<file path="src/hw/rtl/sdpv_pkg.sv">
package sdpv_pkg;

	localparam int MOD_W = 32;
	localparam logic [31:0] MOD_MASK = 32'((64'd1 << MOD_W) - 64'd1);

	localparam logic [63:0] SM_GOLDEN  = 64'h9e3779b97f4a7c15;
	localparam logic [63:0] SM_MUL1    = 64'hbf58476d1ce4e5b9;
	localparam logic [63:0] SM_MUL2    = 64'h94d049bb133111eb;
	localparam logic [63:0] PRNG_RESET = 64'h000deadbeef69420;
	localparam int SH1 = 30;
	localparam int SH2 = 27;
	localparam int SH3 = 31;

	localparam logic [31:0] MODULUS_RESET = 32'd7;

	// configuration register indexes
	localparam logic CFG_MODULUS  = 1'b0;
	localparam logic CFG_HASH_KEY = 1'b1;

	localparam int PC_W = 6;
	typedef logic [PC_W-1:0] pc_t;

	typedef enum logic [3:0] {
		R_ACC, R_SQ, R_EX, R_A, R_T, R_C, R_R, R_X, R_G, R_Y, R_TI, R_RI, R_GX
	} rsel_t;

	typedef enum logic [1:0] {N_REG, N_H, N_PROD, N_DIFF} nsel_t;

	typedef enum logic [1:0] {HS_PRNG, HS_PROVE, HS_VERIFY} hsel_t;

	typedef enum logic [3:0] {
		OP_NOP, OP_RED, OP_MUL, OP_HASH, OP_SET1, OP_MOV, OP_SHR, OP_PRNG,
		OP_SKIP0, OP_LOOP, OP_END
	} op_t;

	typedef struct packed {
		op_t   op;
		rsel_t dst;
		rsel_t sa;
		rsel_t sb;
		nsel_t ns;
		logic  div_q;
		hsel_t hs;
		pc_t   tgt;
	} uinst_t;

	typedef struct packed {
		logic   load;
		logic   issue;
		uinst_t ui;
		logic   out_ld;
		logic   zero;
		logic   func;
	} dp_cmd_t;

	typedef struct packed {
		logic busy;
		logic ex0;
		logic p_small;
	} dp_sts_t;

	localparam int PC_PROVE  = 0;
	localparam int PC_VERIFY = 34;

	function automatic uinst_t mk(op_t op, rsel_t dst, rsel_t sa, rsel_t sb, nsel_t ns,
		logic dq, hsel_t hs, int tgt);
		uinst_t u;
		u.op    = op;
		u.dst   = dst;
		u.sa    = sa;
		u.sb    = sb;
		u.ns    = ns;
		u.div_q = dq;
		u.hs    = hs;
		u.tgt   = PC_W'(tgt);
		return u;
	endfunction

	function automatic uinst_t u_op(op_t op);
		return mk(op, R_ACC, R_ACC, R_ACC, N_REG, 1'b0, HS_PRNG, 0);
	endfunction

	function automatic uinst_t u_red(nsel_t ns, rsel_t sa, logic dq, rsel_t dst);
		return mk(OP_RED, dst, sa, R_ACC, ns, dq, HS_PRNG, 0);
	endfunction

	function automatic uinst_t u_mul(rsel_t sa, rsel_t sb);
		return mk(OP_MUL, R_ACC, sa, sb, N_REG, 1'b0, HS_PRNG, 0);
	endfunction

	function automatic uinst_t u_mov(rsel_t dst, rsel_t sa);
		return mk(OP_MOV, dst, sa, R_ACC, N_REG, 1'b0, HS_PRNG, 0);
	endfunction

	function automatic uinst_t u_hash(hsel_t hs);
		return mk(OP_HASH, R_ACC, R_ACC, R_ACC, N_REG, 1'b0, hs, 0);
	endfunction

	// one step of b^(e mod (p-1)) mod p, square-and-multiply from the low bit
	function automatic uinst_t pow_step(int k, rsel_t b, rsel_t e, int start);
		uinst_t u;
		case (k)
			0:       u = u_red(N_REG, b, 1'b0, R_SQ);
			1:       u = u_red(N_REG, e, 1'b1, R_EX);
			2:       u = u_op(OP_SET1);
			3:       u = u_op(OP_SKIP0);
			4:       u = u_mul(R_ACC, R_SQ);
			5:       u = u_red(N_PROD, R_ACC, 1'b0, R_ACC);
			6:       u = u_mul(R_SQ, R_SQ);
			7:       u = u_red(N_PROD, R_ACC, 1'b0, R_SQ);
			8:       u = u_op(OP_SHR);
			9:       u = mk(OP_LOOP, R_ACC, R_ACC, R_ACC, N_REG, 1'b0, HS_PRNG, start + 3);
			default: u = u_op(OP_NOP);
		endcase
		return u;
	endfunction

	function automatic uinst_t urom(pc_t pc);
		int     k;
		uinst_t u;
		k = int'(pc);
		u = u_op(OP_END);
		if (k == 0)
			u = u_hash(HS_PRNG);
		else if (k == 1)
			u = u_op(OP_PRNG);
		else if (k == 2)
			u = u_red(N_H, R_ACC, 1'b0, R_A);
		else if (k >= 3 && k <= 12)
			u = pow_step(k - 3, R_G, R_A, 3);
		else if (k == 13)
			u = u_mov(R_T, R_ACC);
		else if (k >= 14 && k <= 23)
			u = pow_step(k - 14, R_G, R_X, 14);
		else if (k == 24)
			u = u_mov(R_GX, R_ACC);
		else if (k == 25)
			u = u_hash(HS_PROVE);
		else if (k == 26)
			u = u_red(N_H, R_ACC, 1'b0, R_C);
		else if (k == 27)
			u = u_red(N_REG, R_C, 1'b1, R_SQ);
		else if (k == 28)
			u = u_red(N_REG, R_X, 1'b1, R_EX);
		else if (k == 29)
			u = u_mul(R_SQ, R_EX);
		else if (k == 30)
			u = u_red(N_PROD, R_ACC, 1'b1, R_ACC);
		else if (k == 31)
			u = u_red(N_REG, R_A, 1'b1, R_SQ);
		else if (k == 32)
			u = u_red(N_DIFF, R_ACC, 1'b1, R_R);
		else if (k == 33)
			u = u_op(OP_END);
		else if (k == 34)
			u = u_hash(HS_VERIFY);
		else if (k == 35)
			u = u_red(N_H, R_ACC, 1'b0, R_C);
		else if (k >= 36 && k <= 45)
			u = pow_step(k - 36, R_Y, R_C, 36);
		else if (k == 46)
			u = u_mov(R_A, R_ACC);
		else if (k >= 47 && k <= 56)
			u = pow_step(k - 47, R_G, R_RI, 47);
		else if (k == 57)
			u = u_mul(R_A, R_ACC);
		else if (k == 58)
			u = u_red(N_PROD, R_ACC, 1'b0, R_ACC);
		return u;
	endfunction

endpackage

</file>
<file path="src/hw/rtl/sdpv_ctrl.sv">
module sdpv_ctrl import sdpv_pkg::*; (
	input  logic    clk,
	input  logic    arst_n,
	input  logic    in_valid,
	output logic    in_stall,
	input  logic    func,
	output logic    out_valid,
	input  logic    out_stall,
	input  dp_sts_t sts,
	output dp_cmd_t cmd
);

	typedef enum logic [1:0] {S_IDLE, S_ISSUE, S_WAIT, S_DONE} state_t;

	state_t     state_q;
	pc_t        pc_q;
	logic [4:0] cnt_q;
	logic       func_q;
	logic       zero_q;
	logic       out_valid_q;
	logic       accept;
	logic       out_free;
	uinst_t     ui;

	assign ui        = urom(pc_q);
	assign in_stall  = (state_q != S_IDLE);
	assign accept    = in_valid && !in_stall;
	assign out_free  = !out_valid_q || !out_stall;
	assign out_valid = out_valid_q;

	always_comb begin
		cmd        = '0;
		cmd.load   = accept;
		cmd.issue  = (state_q == S_ISSUE);
		cmd.ui     = ui;
		cmd.out_ld = (state_q == S_DONE) && out_free;
		cmd.zero   = zero_q;
		cmd.func   = func_q;
	end

	always_ff @(posedge clk or negedge arst_n) begin
		if (!arst_n) begin
			state_q     <= S_IDLE;
			pc_q        <= '0;
			cnt_q       <= '0;
			func_q      <= 1'b0;
			zero_q      <= 1'b0;
			out_valid_q <= 1'b0;
		end else begin
			if (cmd.out_ld)
				out_valid_q <= 1'b1;
			else if (out_valid_q && !out_stall)
				out_valid_q <= 1'b0;

			case (state_q)
				S_IDLE: begin
					if (accept) begin
						func_q <= func;
						zero_q <= sts.p_small;
						pc_q   <= func ? PC_W'(PC_VERIFY) : PC_W'(PC_PROVE);
						state_q <= sts.p_small ? S_DONE : S_ISSUE;
					end
				end
				S_ISSUE: begin
					case (ui.op)
						OP_SKIP0: begin
							pc_q <= sts.ex0 ? pc_q + 1'b1 : pc_q + PC_W'(3);
						end
						OP_LOOP: begin
							if (cnt_q != '1) begin
								cnt_q <= cnt_q + 1'b1;
								pc_q  <= ui.tgt;
							end else begin
								pc_q <= pc_q + 1'b1;
							end
						end
						OP_END: begin
							state_q <= S_DONE;
						end
						OP_SET1: begin
							cnt_q   <= '0;
							pc_q    <= pc_q + 1'b1;
							state_q <= S_WAIT;
						end
						default: begin
							pc_q    <= pc_q + 1'b1;
							state_q <= S_WAIT;
						end
					endcase
				end
				S_WAIT: begin
					if (!sts.busy)
						state_q <= S_ISSUE;
				end
				S_DONE: begin
					if (out_free)
						state_q <= S_IDLE;
				end
				default: state_q <= S_IDLE;
			endcase
		end
	end

endmodule

</file>
<file path="config.mk">
export PLATFORM = sky130hd
export DESIGN_NAME = sdpv_ctrl
export DESIGN_NICKNAME = d
export VERILOG_FILES = /design/src/hw/rtl/sdpv_pkg.sv /design/src/hw/rtl/sdpv_ctrl.sv
export SDC_FILE = /design/constraint.sdc
export NUM_CORES = 1
export LEC_CHECK = 0
export BUFFER_PORTS_ARGS = -buffer_cell sky130_fd_sc_hd__buf_2
export CORE_MARGIN = 3
export CORE_UTILIZATION = 40
export DETAILED_ROUTE_END_ITERATION = 8
export GPL_ROUTABILITY_DRIVEN = 0
export SYNTH_ARGS = -nofsm -noshare
export SYNTH_HDL_FRONTEND = slang
export SYNTH_SLANG_ARGS = --single-unit
</file>
<file path="constraint.sdc">
create_clock -name clk -period 5.2 [get_ports clk]
set_clock_uncertainty 0.05 [all_clocks]
set_input_delay 0.26 -clock clk [delete_from_list [all_inputs] [get_ports clk]]
set_output_delay 0.26 -clock clk [all_outputs]
set_load 0.01 [all_outputs]
</file>
==> Word level (Yosys, flattened, before mapping) <==
Memories as Yosys holds them, arrays and structs flattened.
Cells that the tools add are included.
{ "classes": {"addsub": 7, "magnitude_cmp": 8, "n_eq_ne": 32, "muxes": 43, "n_reduce_logical": 26} }
{ "op_table": {"columns": ["operator", "count"], "rows": [
  ["2-to-1 mux 27 bit", 27],
  ["logical NOT 28 bit", 4],
  ["== test 6 bit (second input constant)", 13],
  ["2-to-1 mux 6 bit", 4],
  ["case mux 6 bit (3 select lines)", 1],
  ["subtractor 6 x 6 -> 7 bit (second input constant)", 2],
  ["== test 4 bit (second input constant)", 3],
  ["== test 6 x 4 -> 1 bit (second input constant)", 2],
  ["greater-or-equal comparator 6 bit (second input constant)", 2],
  ["less-or-equal comparator 6 bit (second input constant)", 2],
  ["!= test 2 bit (second input constant)", 6],
  ["case mux 6 bit (2 select lines)", 1],
  ["case mux 5 bit (2 select lines)", 1],
  ["2-to-1 mux 2 bit", 4],
  ["case mux 2 bit (4 select lines)", 1],
  ["nonzero test 2 bit", 4],
  ["logical AND 1 bit", 7],
  ["subtractor 6 x 2 -> 7 bit (second input constant)", 1],
  ["subtractor 6 x 4 -> 7 bit (second input constant)", 1],
  ["adder 6 x 1 -> 6 bit (second input constant)", 1],
  ["adder 6 x 2 -> 6 bit (second input constant)", 1],
  ["== test 6 x 2 -> 1 bit (second input constant)", 1],
  ["== test 6 x 3 -> 1 bit (second input constant)", 1],
  ["== test 6 x 5 -> 1 bit (second input constant)", 1],
  ["other kinds (20)", 25]
]} }
{ "word_totals": {"register_bits": 16, "rom_bits": 960, "input_bits": 8, "out_inout_bits": 34, "word_cells": 126, "mem_count": 4} }
{ "memory_table": {"columns": ["name", "words", "width", "rd", "rd_clocked_by_memory_dff", "write_ports", "line_no", "text"], "rows": [
  ["(name not given)", 16, 16, 1, 0, 0, "sdpv_pkg.sv:102", "case (k)"],
  ["(name not given)", 16, 15, 1, 0, 0, "sdpv_pkg.sv:102", null],
  ["(name not given)", 16, 15, 1, 0, 0, "sdpv_pkg.sv:102", null],
  ["(name not given)", 16, 14, 1, 0, 0, "sdpv_pkg.sv:102", null]
]} }

==> Longest topological paths before layout <==
Gate-level depths: netlist of the first run.
{ "logic_depth": {"depth_word": 28, "mapped_depth": 16, "depth_no_buf": 12} }

==> Worst setup path before layout of the first run <==
Ideal clock, no wire load.
{ "synth_timing": {"path_type": "reg2reg", "from": "register pc_q[2]", "to": "register cnt_q[0]", "setup_ns": 0.126, "arrival_ns": 3.509, "required_ns": 5.024, "slack_ns": 1.516, "path_stages_with_launch": 14, "path_buffers": 2, "period_less_slack_ns": 3.684, "cell_sequence": "dfrtp_1 -> buf_2 -> inv_1 -> ha_1 -> a211oi_4 -> a2111o_2 -> nand2_1 -> or4_4 -> o32ai_4 -> inv_4 -> or4_1 -> buf_2 -> nand2_1 -> mux2i_1"} }
{ "synth_lines": {"columns": ["item", "line_no", "text"], "rows": [
  ["start, declared", "sdpv_ctrl.sv:16", "pc_t pc_q;"],
  ["start signal, assigned", "sdpv_ctrl.sv:60", "pc_q <= func ? PC_W'(PC_VERIFY) : PC_W'(PC_PROVE);"],
  ["start signal, assigned", "sdpv_ctrl.sv:67", "pc_q <= sts.ex0 ? pc_q + 1'b1 : pc_q + PC_W'(3);"],
  ["start signal, assigned", "sdpv_ctrl.sv:72", "pc_q <= ui.tgt;"],
  ["end signal, assigned", "sdpv_ctrl.sv:71", "cnt_q <= cnt_q + 1'b1;"],
  ["end, declared", "sdpv_ctrl.sv:17", "logic [4:0] cnt_q;"]
]} }

==> Final worst setup path of the first run <==
{ "layout_timing": {"from": "register pc_q[1]", "to": "register cnt_q[2]"} }
{ "layout_between": {"elab_chain_len": 27, "elab_cells_between_ends": 76, "cone_classes": "add/sub: 4; order compare: 8; eq/ne: 21; mux: 28; reduce/logical: 11; memory: 4"} }
{ "layout_lines": {"columns": ["item", "line_no", "text"], "rows": [
  ["subtractor 6 x 6 -> 7 bit or == test 6 x 4 -> 1 bit (tied branches)", "sdpv_pkg.sv:164, sdpv_pkg.sv:167", null],
  ["memory (16 x 15 bit) (tied with other cells)", null, null],
  ["2-to-1 mux 27 bit, on equally long branches", "sdpv_pkg.sv:102, sdpv_pkg.sv:165", null],
  ["2-to-1 mux 27 bit", "sdpv_pkg.sv:163", "else if (k >= 47 && k <= 56)"],
  ["2-to-1 mux 27 bit", "sdpv_pkg.sv:161", "else if (k == 46)"],
  ["2-to-1 mux 27 bit", "sdpv_pkg.sv:159", "else if (k >= 36 && k <= 45)"],
  ["2-to-1 mux 27 bit", "sdpv_pkg.sv:157", "else if (k == 35)"],
  ["2-to-1 mux 27 bit", "sdpv_pkg.sv:155", "else if (k == 34)"],
  ["[... 11 more ...]", null, null],
  ["2-to-1 mux 27 bit", "sdpv_pkg.sv:131", "else if (k == 13)"],
  ["2-to-1 mux 27 bit", "sdpv_pkg.sv:129", "else if (k >= 3 && k <= 12)"],
  ["2-to-1 mux 27 bit", "sdpv_pkg.sv:127", "else if (k == 2)"],
  ["2-to-1 mux 27 bit", "sdpv_pkg.sv:125", "else if (k == 1)"],
  ["2-to-1 mux 27 bit (*)", "sdpv_pkg.sv:123", "if (k == 0)"],
  ["== test 4 bit or == test 4 x 3 -> 1 bit (tied branches)", "sdpv_ctrl.sv:65", "case (ui.op)"],
  ["!= test 2 bit (no source line) or nonzero test 2 bit (tied branches)", null, null],
  ["AND reduction 3 bit (no source line)", null, null]
]} }
Mark *: on every way between the ends. The rest lies on a longest branch, timed or not.
A chain may end at the register's enable or synchronous reset.

==> out/results.ini, run 1 <==
[outcome]
status = completed

[clock_tree]
htree_levels = 1
ctsHoldBuffers = 1
cts_resized = 0
clk_pin_slew_ps = 70
numCtsBuffers = 3
clock-sinks = 16
clk_path_buf_depth = 2
clk_latency_ps = 250
cts_root_buf = clkbuf_8
tritoncts = done
cts_setup_buffers = 0

[global_routing]
use_met1_pct = 36.19
grt_use_total_pct = 25.28
grt_overflow_total = 0
first_global_vias = 3962
antenna_found_initial = 0
grt_pass1_wl_um = 20640
grt_util_met2_pct = 37.92
grt_max_degree = 24
grt_use_met3_pct = 4.517
busiest_layer = met2

[die]
coreArea_sq_um = 8382
die_x_um = 100.0
pin_count = 42
dieArea_sq_um = 10000
start_util_pct = 42.19
die_height_um = 100.0
num_rows = 33

[critical_path]
crit_chain = inv_1 -> ha_1 -> buf_4 -> a22oi_1 -> nor2_1 -> a31oi_1 -> or4_4 -> o32ai_4 -> inv_4 -> or4_1 -> nand2_1 -> mux2i_1
arrival_ps = 4450
cpPeakStageDelay_ps = 640
critPathSlowestCell = or4_1
cp-start-kind = register
cp_max_fo = 18
required_ps = 5290
reg2reg_slack_ps = 840
r2r_start = pc_q[1]$_DFFE_PN0P_
r2r-end = cnt_q[2]$_DFFE_PN0P_
ff2ff_path_depth = 12
cp_num_buf_inv = 3
crit_type = reg -> reg
end_kind = register
crit_family = simple AND/OR/NAND/NOR gates

[synthesis]
synth_edf_count = 0
ys_seq_area_share_pct = 11.32
synth.top_cell.area_share_pct = 11.32
async_flop_share_pct = 100.0
synth.avg_cell_area_sq_um = 6.839
synth_commonest_cells = nand2_1 (69), nor2_1 (47), a21oi_1 (38)
ys_types = 83
yosysTopAreaCell = dfrtp_1
synth.most_common_cell = nand2_1
syn_area_sq_um = 3536
synth_cells = 517
ys.flop_type = dfrtp_1
synth-seq-cells = 16
ys_warn_count = 0
synth.area.top_cells = dfrtp_1 (11%), nand2_1 (7.3%), ha_1 (6.4%)

[routing]
drt_pass1_iterations = 6
viasPerCell = 6.796
drc = 0
drt_iter0_markers = 777
dr_total_vias = 4336
postRouteAntennaNets = 0
drt-total-wl_um = 13000
wl_per_cell_um = 20.37

[finish]
area_delta_synth_final_pct = 7.573
post_route_cells_drive_above_1_share_pct = 15.57
diodes = 0
fin_nets = 560
n_fill_cell = 844

[sta]
setup_viol = 0
fin_crit_ps = 4361
setup_tns_ps = 0
worst_slew_pin_slew_ps = 745.6
relSlewSlack_pct = 50.29
maxClockFrequency_mhz = 229.3
hold_violations = 0
slew_viol_final = 0
period_share_pct = 83.87
grt_setup_unrepaired = false

[placed_design]
dp_hpwl_um = 9707
numPortBuffers = 38

[run]
drv_cap = 0

[min_path]
hp-class = in -> reg
hold_end = out_valid$_DFFE_PN0P_
whs_path_depth = 3
min_from = out_stall

-- metal layers --
metal | wire length [um] | share of wire, % | vias to the layer above
met2 | 5595 | 43 | 344
li1 | - | - | 1946
met5 | 0 | 0 | -
met3 | 1448 | 11 | 68
met1 | 5372 | 41 | 1978
met4 | 580 | 4.5 | 0
-- metrics by stage --
step / instances / cell area [sq um] / hold slack, ps / util (%) / worst slack, ps
floorplan: 519 / 3543 / -85.59 / - / 1516
global placement: 633 / 3739 / 142.8 / 44.60 / 987.2
detailed placement: 633 / 3739 / 148.4 / 44.60 / 959.6
CTS: 638 / 3804 / 174.5 / 45.38 / 935.3
global route: 638 / 3804 / 193.5 / 45.38 / 547.5
finish: 638 / 3804 / 176.3 / 45.38 / 838.5
-- worst reg2reg max path, stage by stage, from the launching register on --
cell and delay [ps]:
dfrtp_1 560, inv_1 340, ha_1 430, buf_4 300, a22oi_1 130, nor2_1 430
a31oi_1 110, or4_4 560, o32ai_4 410, inv_4 100, or4_1 640, nand2_1 110
mux2i_1 70
-- how the worst max path moves through the flow --
stage / startpoint / to / slack (ps) / cells after the start
after floorplan: pc_q[2]$_DFFE_PN0P_ / cnt_q[0]$_DFFE_PN0P_ / 1520 / 13
after global placement: pc_q[1]$_DFFE_PN0P_ / cnt_q[3]$_DFFE_PN0P_ / 990 / 12
after detailed placement: pc_q[1]$_DFFE_PN0P_ / cnt_q[2]$_DFFE_PN0P_ / 960 / 12
after CTS: pc_q[1]$_DFFE_PN0P_ / cnt_q[2]$_DFFE_PN0P_ / 940 / 12
after global routing: pc_q[1]$_DFFE_PN0P_ / cnt_q[2]$_DFFE_PN0P_ / 550 / 12
final: pc_q[1]$_DFFE_PN0P_ / cnt_q[2]$_DFFE_PN0P_ / 840 / 12
-- flip-flops by register name, indices dropped and copies added (netlist names) --
register	cells
func_q	1
state_q	2
cnt_q	5
pc_q	6
out_valid	1
zero_q	1
-- layout make-up --
type | count | area, sq um | area share (%)
tap | 105 | 131.4 | 3.454
multi-input combinational | 442 | 2849 | 74.90
inverter | 20 | 77.57 | 2.039
timing repair buffer | 51 | 290.3 | 7.632
sequential | 16 | 400.4 | 10.53
clock buffer | 4 | 55.05 | 1.447
-- cells by family after synthesis --
logic type / synth area share [%]
xor gates and xnor gates: 2.689
and+or+nand+nor: 33.86
buffers and inverters: 8.316
other: 0.1061
adders and majority gates: 6.370
DFF: 11.32
AOI/OAI and AO/OA: 33.23
muxes: 4.105
-- layout by cell type (no fill, tap or decap), drive strengths merged, types with 5 or more instances in the layout --
cell type / Yosys / routed
nand2: 69 / 69
buf: 29 / 50
nor2: 48 / 48
a21oi: 40 / 40
o21ai: 26 / 26
nand3: 23 / 23
inv: 19 / 19
nor3: 18 / 18
ha: 18 / 18
dfrtp: 16 / 16
and3: 11 / 11
a31oi: 11 / 11
nand3b: 11 / 11
mux2i: 10 / 10
and2: 9 / 9
nand2b: 7 / 7
o31ai: 7 / 7
a22oi: 6 / 6
nor2b: 6 / 6
a211oi: 6 / 6
a32o: 5 / 5
o22ai: 5 / 5
xor2: 5 / 5
nand4: 5 / 5
o211ai: 5 / 5
xnor2: 5 / 5
Power of run 1 is not shown: default switching activity piles up to over one toggle a cycle in this logic, so the estimate is an artifact.
==> run 2, diff against run 1 <==
Clock period 5.2 ns to 3.6 ns, I/O delays scaled along.
==> out/results.ini, run 2 (same netlist as run 1, synthesis figures left out) <==
[outcome]
status = completed

[routing]
postRouteAntennaNets = 0  ; unchanged
wl_per_cell_um = 19.67  ; -3.4%
viasPerCell = 6.420  ; -5.5%
drt_iter0_markers = 564  ; -27%
dr_total_vias = 4436  ; +2.3%
drt-total-wl_um = 13590  ; +4.6%
drt_pass1_iterations = 6  ; unchanged
drc = 0  ; unchanged

[critical_path]
required_ps = 3740  ; -1550 ps
crit_type = reg -> reg
arrival_ps = 3640  ; -810 ps
cp_max_fo = 7  ; -11
end_kind = register
cp-start-kind = register

[run]
drv_cap = 0  ; unchanged

[sta]
worst_slew_pin_slew_ps = 629.6  ; -116.0 ps
period_share_pct = 97.34  ; +13 points
hold_violations = 0  ; unchanged
maxClockFrequency_mhz = 285.4  ; +24%
whs_ps = 88.57  ; -87.72 ps
fin_crit_ps = 3504  ; -857.3 ps
relSlewSlack_pct = 57.44  ; +7.1 points
setup_tns_ps = 0  ; unchanged
grt_setup_unrepaired = true
setup_viol = 0  ; unchanged
slew_viol_final = 0  ; unchanged

[die]
die_height_um = 100.0  ; unchanged
start_util_pct = 42.19  ; unchanged
coreArea_sq_um = 8382  ; unchanged
die_x_um = 100.0  ; unchanged
dieArea_sq_um = 10000  ; unchanged
pin_count = 42  ; unchanged
num_rows = 33  ; unchanged

[clock_tree]
numCtsBuffers = 3  ; unchanged
tritoncts = done
clk_pin_slew_ps = 60  ; about the same
clk_path_buf_depth = 2  ; unchanged
clock-sinks = 16  ; unchanged
htree_levels = 1  ; unchanged
clk_latency_ps = 250  ; about the same
cts_root_buf = clkbuf_8

[global_routing]
grt_overflow_total = 0  ; unchanged
first_global_vias = 3968  ; +0.15%
grt_max_degree = 26  ; +8.3%
antenna_found_initial = 0  ; unchanged
grt_pass1_wl_um = 21440  ; +3.9%
grt_use_total_pct = 26.49  ; +1.2 points

[min_path]
hp-class = in -> reg

[finish]
largest_reg_flops = 6  ; unchanged
diodes = 0  ; unchanged
post_route_cells_drive_above_1_share_pct = 26.79  ; +11 points
layout.cells.non_filler = 691  ; +8.3%
regMostFlops = pc_q
layout_commonest_cell = nand2_1
layout_common_cells = nand2_1 (69), buf_4 (62), nor2_1 (46)
area_delta_synth_final_pct = 22.12
fin_nets = 613  ; +9.5%
top_regs = pc_q x6, cnt_q x5, state_q x2

[placed_design]
post-place-cells = 686  ; +8.4%
dp_hpwl_um = 10620  ; +9.4%
numPortBuffers = 38  ; unchanged

-- run 2: cell types whose count changed in the layout (fill, tap and decap cells not counted), sizes merged --
cell and delta:
inv +1, clkinv -1, buf +53
-- run 2: path summary, 6_finish.rpt --
kind	start	end	slack (ps)	cells past startpoint
worst max-delay path	pc_q[0]$_DFFE_PN0P_	pc_q[1]$_DFFE_PN0P_	100	12
worst min-delay path	out_stall	out_valid$_DFFE_PN0P_	90	3
worst max register to register	pc_q[0]$_DFFE_PN0P_	pc_q[1]$_DFFE_PN0P_	100	12
worst min register to register	zero_q$_DFFE_PN0P_	zero_q$_DFFE_PN0P_	430	2
max in group asynchronous	arst_n	pc_q[2]$_DFFE_PN0P_	2870	2
min in group asynchronous	arst_n	cnt_q[1]$_DFFE_PN0P_	320	2
-- run 2: metrics by stage --
step	utilization (%)	instance area, sq um	setup WS (ps)
finish	51.52	4318	95.87
floorplan	-	3545	9.580
CTS	50.71	4250	3.818
global placement	49.81	4175	38.39
global route	51.52	4318	-49.61
detailed placement	49.81	4175	-4.600
-- run 2: area by class of cell --
type,count,area [sq um]
timing repair buffer,104,725.7
fill,819,4064
clock buffer,4,55.05
inverter,20,77.57
tap,105,131.4
sequential,16,402.9
multi-input combinational,442,2925
-- run 2: worst max-delay path, stage by stage, from the launching register on --
cell and delay (ps):
dfrtp_1 410, ha_1 270, ha_1 410, buf_4 200, inv_1 220, nand3_1 200
mux2i_1 200, a211oi_1 120, o31ai_2 320, nand4_1 260, or4_1 460, a21oi_1 190
o31a_1 150
-- run 2: metal layers --
layer	GRT usage (%)	vias up	wire length, um
met5	0	-	0
met4	8.290	0	643
met2	41.20	308	5785
li1	-	2049	-
met1	37.27	2018	5769
met3	4.656	61	1393
-- run 2: repair_timing --
action / 4_1_cts / 5_1_grt
setup buffers: 0 / 0
endpoints found under the setup margin: 5 / 16
resized for setup: 3 / 21
hold buffers: 1 / 0
pin swaps: 0 / 3
cloned: 0 / 0
hold endpoints to repair: 16 / 0
Power of run 2 is left out for the same reason.
